File: src/hw/rtl/psa_pkg.sv
// Shared types and constants of the particle seek/arrive step core.
`default_nettype none
package psa_pkg;
    localparam logic [1:0] CMD_LOAD = 2'd0;
    localparam logic [1:0] CMD_SEEK = 2'd1;
    localparam logic [1:0] CMD_HOME = 2'd2;
    localparam logic [1:0] CFG_SEEK_SPEED = 2'd0;
    localparam logic [1:0] CFG_HOME_SPEED = 2'd1;
    localparam logic [1:0] CFG_SEEK_FORCE = 2'd2;
    localparam logic [1:0] CFG_HOME_FORCE = 2'd3;
    localparam logic [40:0] ARRIVE_RADIUS = 41'd3276800;

    typedef enum logic [1:0] {
        OP_MUL,
        OP_DIV,
        OP_SQRT
    } iu_op_t;

    typedef struct packed {
        logic   start;
        iu_op_t op;
    } iu_req_t;
endpackage
`default_nettype wire

File: src/hw/rtl/psa_iter_unit.sv
// Shared iterative unit: shift-add multiply, restoring divide, integer square root.
`default_nettype none
module psa_iter_unit
    import psa_pkg::*;
(
    input  logic        clk,
    input  logic        rst_n,
    input  iu_req_t     req,
    input  logic [63:0] opa,
    input  logic [42:0] opb,
    output logic        done,
    output logic [63:0] result
);
    iu_op_t      op_reg;
    logic        busy_reg;
    logic        done_reg;
    logic [6:0]  cnt_reg;
    logic [63:0] acc_reg;
    logic [63:0] mc_reg;
    logic [31:0] mp_reg;
    logic [42:0] rem_reg;
    logic [42:0] den_reg;
    logic [63:0] x_reg;
    logic [63:0] r_reg;
    logic [63:0] bit_reg;

    logic [42:0] rem_sh;
    logic [63:0] rb;

    assign rem_sh = {rem_reg[41:0], acc_reg[63]};
    assign rb     = r_reg + bit_reg;

    always_ff @(posedge clk or negedge rst_n)
    begin
        if (!rst_n)
        begin
            op_reg   <= OP_MUL;
            busy_reg <= 1'b0;
            done_reg <= 1'b0;
            cnt_reg  <= '0;
        end
        else
        begin
            done_reg <= 1'b0;
            if (req.start)
            begin
                op_reg   <= req.op;
                busy_reg <= 1'b1;
                cnt_reg  <= (req.op == OP_DIV) ? 7'd63 : 7'd31;
                acc_reg  <= (req.op == OP_DIV) ? opa : 64'd0;
                mc_reg   <= opa;
                mp_reg   <= opb[31:0];
                rem_reg  <= '0;
                den_reg  <= opb;
                x_reg    <= opa;
                r_reg    <= '0;
                bit_reg  <= 64'h4000_0000_0000_0000;
            end
            else if (busy_reg)
            begin
                case (op_reg)
                    OP_MUL:
                    begin
                        if (mp_reg[0])
                        begin
                            acc_reg <= acc_reg + mc_reg;
                        end
                        mc_reg <= {mc_reg[62:0], 1'b0};
                        mp_reg <= {1'b0, mp_reg[31:1]};
                    end
                    OP_DIV:
                    begin
                        if (rem_sh >= den_reg)
                        begin
                            rem_reg <= rem_sh - den_reg;
                            acc_reg <= {acc_reg[62:0], 1'b1};
                        end
                        else
                        begin
                            rem_reg <= rem_sh;
                            acc_reg <= {acc_reg[62:0], 1'b0};
                        end
                    end
                    OP_SQRT:
                    begin
                        if (x_reg >= rb)
                        begin
                            x_reg <= x_reg - rb;
                            r_reg <= {1'b0, r_reg[63:1]} + bit_reg;
                        end
                        else
                        begin
                            r_reg <= {1'b0, r_reg[63:1]};
                        end
                        bit_reg <= {2'b00, bit_reg[63:2]};
                    end
                    default:
                    begin
                        acc_reg <= acc_reg;
                    end
                endcase
                if (cnt_reg == 7'd0)
                begin
                    busy_reg <= 1'b0;
                    done_reg <= 1'b1;
                end
                else
                begin
                    cnt_reg <= cnt_reg - 7'd1;
                end
            end
        end
    end

    assign done   = done_reg;
    assign result = (op_reg == OP_SQRT) ? r_reg : acc_reg;
endmodule
`default_nettype wire

File: config.mk
export PLATFORM = sky130hd
export DESIGN_NAME = psa_iter_unit
export DESIGN_NICKNAME = d
export VERILOG_FILES = /design/src/hw/rtl/psa_pkg.sv /design/src/hw/rtl/psa_iter_unit.sv
export SDC_FILE = /design/constraint.sdc
export NUM_CORES = 1
export LEC_CHECK = 0
export ABC_AREA = 1
export CAP_MARGIN = 40
export CORE_MARGIN = 10
export CORE_UTILIZATION = 45
export CTS_CLUSTER_SIZE = 8
export DETAILED_ROUTE_END_ITERATION = 7
export DONT_BUFFER_PORTS = 1
export PLACE_DENSITY = 0.64
export SLEW_MARGIN = 20
export SYNTH_ARGS = -nofsm -noshare
export SYNTH_HDL_FRONTEND = slang
export SYNTH_SLANG_ARGS = --single-unit
File: constraint.sdc
create_clock -name clk -period 11.72 [get_ports clk]
set_input_delay 1.172 -clock clk [delete_from_list [all_inputs] [get_ports clk]]
set_output_delay 1.172 -clock clk [all_outputs]
set_load 0.03 [all_outputs]
; Yosys cells after proc, flatten, opt, wreduce, memory -nomap -nowiden
; Cells that the tools add are included.
[classes]
n_addsub = 6
order_cmp = 2
n_eq_ne = 5
n_mux = 35
n_reduce_logical = 12
[op_table]
columns = cell, count
row1 = $mux 64, 17
row2 = $mux 43, 3
row3 = $add 64x64->64, 2
row4 = $pmux 64 s2, 1
row5 = $mux 32, 3
row6 = $add 63x64->64, 1
row7 = $ge 64x64->1, 1
row8 = $sub 64x64->64, 1
row9 = $ge 43x43->1, 1
row10 = $sub 43x43->43, 1
row11 = $mux 7, 3
row12 = $reduce_and 4->1, 2
row13 = $reduce_bool 2->1, 4
row14 = $logic_not 7->1, 1
row15 = $mux 1, 7
row16 = $sub 7x1->7 const B, 1
row17 = $mux 6, 1
row18 = $eq 2x1->1 const B, 2
row19 = $reduce_and 2->1, 2
row20 = $ne 3x3->1 const B, 1
row21 = $reduce_and 3->1, 1
row22 = $reduce_bool 3->1, 1
row23 = $eq 2x2->1 const B, 1
row24 = $logic_not 2->1, 1
row25 = $ne 2x2->1 const B, 1
[word_totals]
reg_bits = 449
in_bits = 112
wordCells = 72

; Logic depth before layout (Yosys ltp)
[depth]
ltp_word = 6
mapped_depth = 29
depth_no_buf = 28

; Worst setup path after synthesis
; OpenSTA, ideal clock, no wires.
[synth_timing]
path_kind = flip-flop to flip-flop
from = register r_reg[0]
to = register x_reg[0], enable pin
setup_time_ps = 503
arrival_time_ps = 6424
required_ps = 11217
path_slack_ps = 4793
stages_incl_launch_ff = 23
n_path_buf = 1
synth_period_minus_slack_ps = 6927
cell_sequence = edfxtp_1 ha_1 inv_1 fa_1 nand3b_1 nand2_1 a21boi_0 o21ai_0 nand3_1 nand2_1 nand3_1 nand3_1 nand2_1 ha_1 inv_2 nor3_1 nand2_1 nor3_2 nand2_2 nand2_4 nand2_2 buf_4 a21boi_1
[synth_via]
elab_chain_cells = 4
[synth_rtl]
columns = item, line
row1 = from (decl), psa_iter_unit.sv:24  ; logic [63:0] r_reg;
row2 = from (signal assigned), psa_iter_unit.sv:89  ; r_reg <= {1'b0, r_reg[63:1]} + bit_reg;
row3 = from (signal assigned), psa_iter_unit.sv:93  ; r_reg <= {1'b0, r_reg[63:1]};
row4 = $add 64x64->64, psa_iter_unit.sv:31  ; assign rb = r_reg + bit_reg;
row5 = $ge 64x64->1, psa_iter_unit.sv:86  ; if (x_reg >= rb)
row6 = $reduce_bool 2->1 (no source line), n/a
row7 = $reduce_and 4->1 (no source line), n/a
row8 = to (signal assigned), psa_iter_unit.sv:55  ; x_reg <= opa;
row9 = to (signal assigned), psa_iter_unit.sv:88  ; x_reg <= x_reg - rb;
row10 = to (decl), psa_iter_unit.sv:23  ; logic [63:0] x_reg;
; Every way passes these cells.
; A chain may end at the register's enable or synchronous reset.

; Worst setup path in the final report
[layout_timing]
from = register r_reg[1]
to = register x_reg[6], enable pin
; The elaborated chain is that of the path after synthesis.

==> impl_metrics.toml <==
[logic_synthesis]
synthMuxAreaShare_pct = 0
syn_inst = 7339
synth-xor-area-share_pct = 2.558
synth-simple-area-share_pct = 36.64
synthFlopType = "edfxtp_1"
syn_avg_cell_area_sq_um = 6.204
ys_seq_elements = 448
synthAdderAreaFrac_pct = 8.408
synth_compound_area_share_pct = 11.42
synth_fp_nets = 7754
synth_cell_types = 48
synth_area_sq_um = 45530
ys_seq_area_share_pct = 29.42
ys_warn_count = 0
synth_edf_count = 437
synth_top_family_by_area = "simple AND/OR/NAND/NOR gates"
synthArstFlopShare_pct = 2.455

[place]
port-buffer-count = 0
routabilityCongestion = 0.9977
hpwl_mm = 162.5

[floorplanning]
initial_utilization_pct = 45.40
die_w_um = 338.1
row_count = 116
ios = 177
die-area_sq_um = 114300
die_y_um = 338.1
core-area_sq_um = 100300

[route]
first_pass_iters = 6
drt_iter0_markers = 5627
wl_per_cell_um = 22.75
postRouteAntennaNets = 0
wirelength_mm = 198.2
wl_met1_mm = 85.82
drc = 0
dr_total_vias = 48340
dr_wl_met2_mm = 83.56
vias_per_cell = 5.547
met3_length_mm = 19.25
top_layer_used = "met5"

[finish]
fillerInstances = 10570
drive_gt1_share_pct = 3.293
final_nets = 7731
multi_input_area_sq_um = 26930
seq_area_sq_um = 13400
areaGrowthSynthToFinish_pct = 8.040

[worst_setup_path]
cpPeakStageDelay_ps = 570
crit_chain = "inv_1, fa_1, nand3b_1, nand2_1, a21boi_0, o21ai_0, nand3_1, nand2_1, nand3_1, nand3_1, nand2_1, ha_1, inv_2, nor3_1, nand2_1, nor2_1, a21oi_4, buf_4, nand2_4, nand2_2, a21boi_4, buf_4"
crit_required_ps = 11990
path_class = "reg2reg"
cp-start-kind = "register"
crit_top_cell = "nand2_1"
crit_path_end_kind = "register"
regToRegSetupSlack_ps = 4910
reg2regPathDepth = 22
slowest_stage = "buf_4"
worstPathArrival_ps = 7080
cp_max_fo = 47

[sta]
relSlewSlack_pct = 36.40
post-route-period-util_pct = 58.11
rsz0062_at_grt = "false"
tightest_slew_ps = 954.0
final-setup-viol-count = 0
fin_setup_tns_ps = 0
fin_crit_ps = 6810
fmax_mhz = 146.8
skew_ps = 37.76
slew_viol_final = 0
hold_violations = 0

[clocking]
path_clk_slew_ps = 60
ctsResizeCount = 0
clk_path_buf_depth = 3
root_buffer = "clkbuf_16"
htreeDepth = 3
numClockSinks = 448
cts_hold_buf = 0
cts_setup_buffers = 0
clk_latency_ps = 660
cts_buffers = 70
cts_tree = "done"

[power_and_ir_drop]
power.total_mw = 7.909
power.leakage_nw = 25.00
powerDensity_nw_per_um2 = 160.8
vdd_drop_max_mv = 0.1246

[global_route]
grt_pass1_vias = 44390
grt_util_all_layers_pct = 33.58
grt_max_degree = 192
grt_overflow = 0
grt_pass1_wl_mm = 284.9
grt_antenna_before_repair = 6

[flow_run]
cap_violations = 0

[worst_hold_path]
holdCritPathClass = "in2async"

[outcome]
status = "complete, no violations"
## Yosys cell counts (5+ instances only)
cell,instances,area [sq um]
a21boi_0,10,75.07
a21o_1,14,105.1
a21oi_1,411,2057
a21oi_2,26,227.7
a31oi_1,29,181.4
and2_1,8,50.05
buf_1,15,56.30
buf_2,13,65.06
buf_4,7,52.55
buf_6,8,90.09
clkbuf_1,101,379.1
dfrtp_1,11,275.3
edfxtp_1,437,13120
fa_1,5,100.1
ha_1,298,3729
inv_1,1199,4501
inv_2,12,45.04
nand2_1,2692,10100
nand2_2,22,137.6
nand3_1,463,2317
nand3_2,12,120.1
nand3b_1,27,202.7
nand4_1,52,325.3
nor2_1,761,2856
nor2_2,14,87.58
nor3_1,47,235.2
nor4_1,17,106.4
o211ai_1,13,97.59
o21a_1,7,52.55
o21ai_0,395,1977
o21ai_1,7,35.03
o21bai_1,47,352.8
xnor2_1,38,332.8
xor2_1,95,832.1
## cell families (layout without fill, tap and decap cells)
group                    after synthesis  after routing
AND/OR/NAND/NOR                     4131           4131
buffers and inverters               1360           1371
XOR/XNOR                             133            133
other                                  0              7
AO/OA/AOI/OAI                        964            964
flip-flops                           448            448
adder cells (fa/ha/maj)              303            303
## critical path, delay by kind of cell (launching register included)
family | cells | cell delay [ps]
buffers and inverters | 4 | 1010
adder cells (fa/ha/maj) | 2 | 860
flip-flops | 1 | 460
AO/OA/AOI/OAI | 4 | 1380
AND/OR/NAND/NOR | 12 | 2560
## placed cells by master, fill, tap and decap left out, types with 8 or more instances in the layout
cell type | Yosys | routed
nand2_1 | 2692 | 2692
inv_1 | 1199 | 1197
nor2_1 | 761 | 758
nand3_1 | 463 | 463
edfxtp_1 | 437 | 437
a21oi_1 | 411 | 410
o21ai_0 | 395 | 391
ha_1 | 298 | 298
xor2_1 | 95 | 95
clkbuf_16 | 0 | 70
nand4_1 | 52 | 52
o21bai_1 | 47 | 47
nor3_1 | 47 | 47
buf_4 | 7 | 39
xnor2_1 | 38 | 38
a31oi_1 | 29 | 29
nand3b_1 | 27 | 27
a21oi_2 | 26 | 25
nand2_2 | 22 | 22
clkbuf_1 | 101 | 18
nor4_1 | 17 | 17
nor2_2 | 14 | 14
a21o_1 | 14 | 14
o211ai_1 | 13 | 13
inv_2 | 12 | 12
nand3_2 | 12 | 12
o21ai_1 | 7 | 11
dfrtp_1 | 11 | 11
a21boi_0 | 10 | 10
and2_1 | 8 | 8
buf_2 | 13 | 8
## where the power goes
part           switching (mW)  internal [mW]
sequential              0.153           1.99
combinational            2.68           1.08
clock                   0.834           1.17
## layout make-up
cell class / instances / area share [%]
Multi-Input combinational cell: 5531 / 54.74
Sequential cell: 448 / 27.23
Inverter: 1212 / 9.268
Clock buffer: 89 / 3.726
Tap cell: 1357 / 3.451
Timing Repair Buffer: 53 / 0.9817
Clock inverter: 17 / 0.5646
Antenna cell: 7 / 0.03561
## stage by stage
step | worst slack, ps | hold WS, ps | cells | utilization (%) | instance area [sq um]
floorplan | 4793 | 434.3 | 7339 | - | 45530
global placement | 4625 | 456.4 | 8587 | 46.75 | 46890
detailed placement | 5061 | 464.1 | 8600 | 46.90 | 47040
CTS | 5050 | 200.8 | 8706 | 49.01 | 49150
global route | 4566 | 220.0 | 8711 | 49.04 | 49190
finish | 4910 | 248.6 | 8714 | 49.05 | 49190
## per-layer routing
metal / track usage (%) / vias up
met4: 14.81 / 4
met5: 0 / -
met2: 50.08 / 2282
li1: - / 23290
met1: 46.63 / 22420
met3: 6.594 / 338
## final timing paths
kind | from | to
hold / removal | rst_n | done
hold reg to reg | cnt_reg[6] | cnt_reg[6]
max in group asynchronous | rst_n | op_reg[1]
min in group clk | cnt_reg[6] | cnt_reg[6]
setup / recovery | r_reg[1] | x_reg[6]
setup reg to reg | r_reg[1] | x_reg[6]
Note: power is estimated with default switching activity, not from simulation.
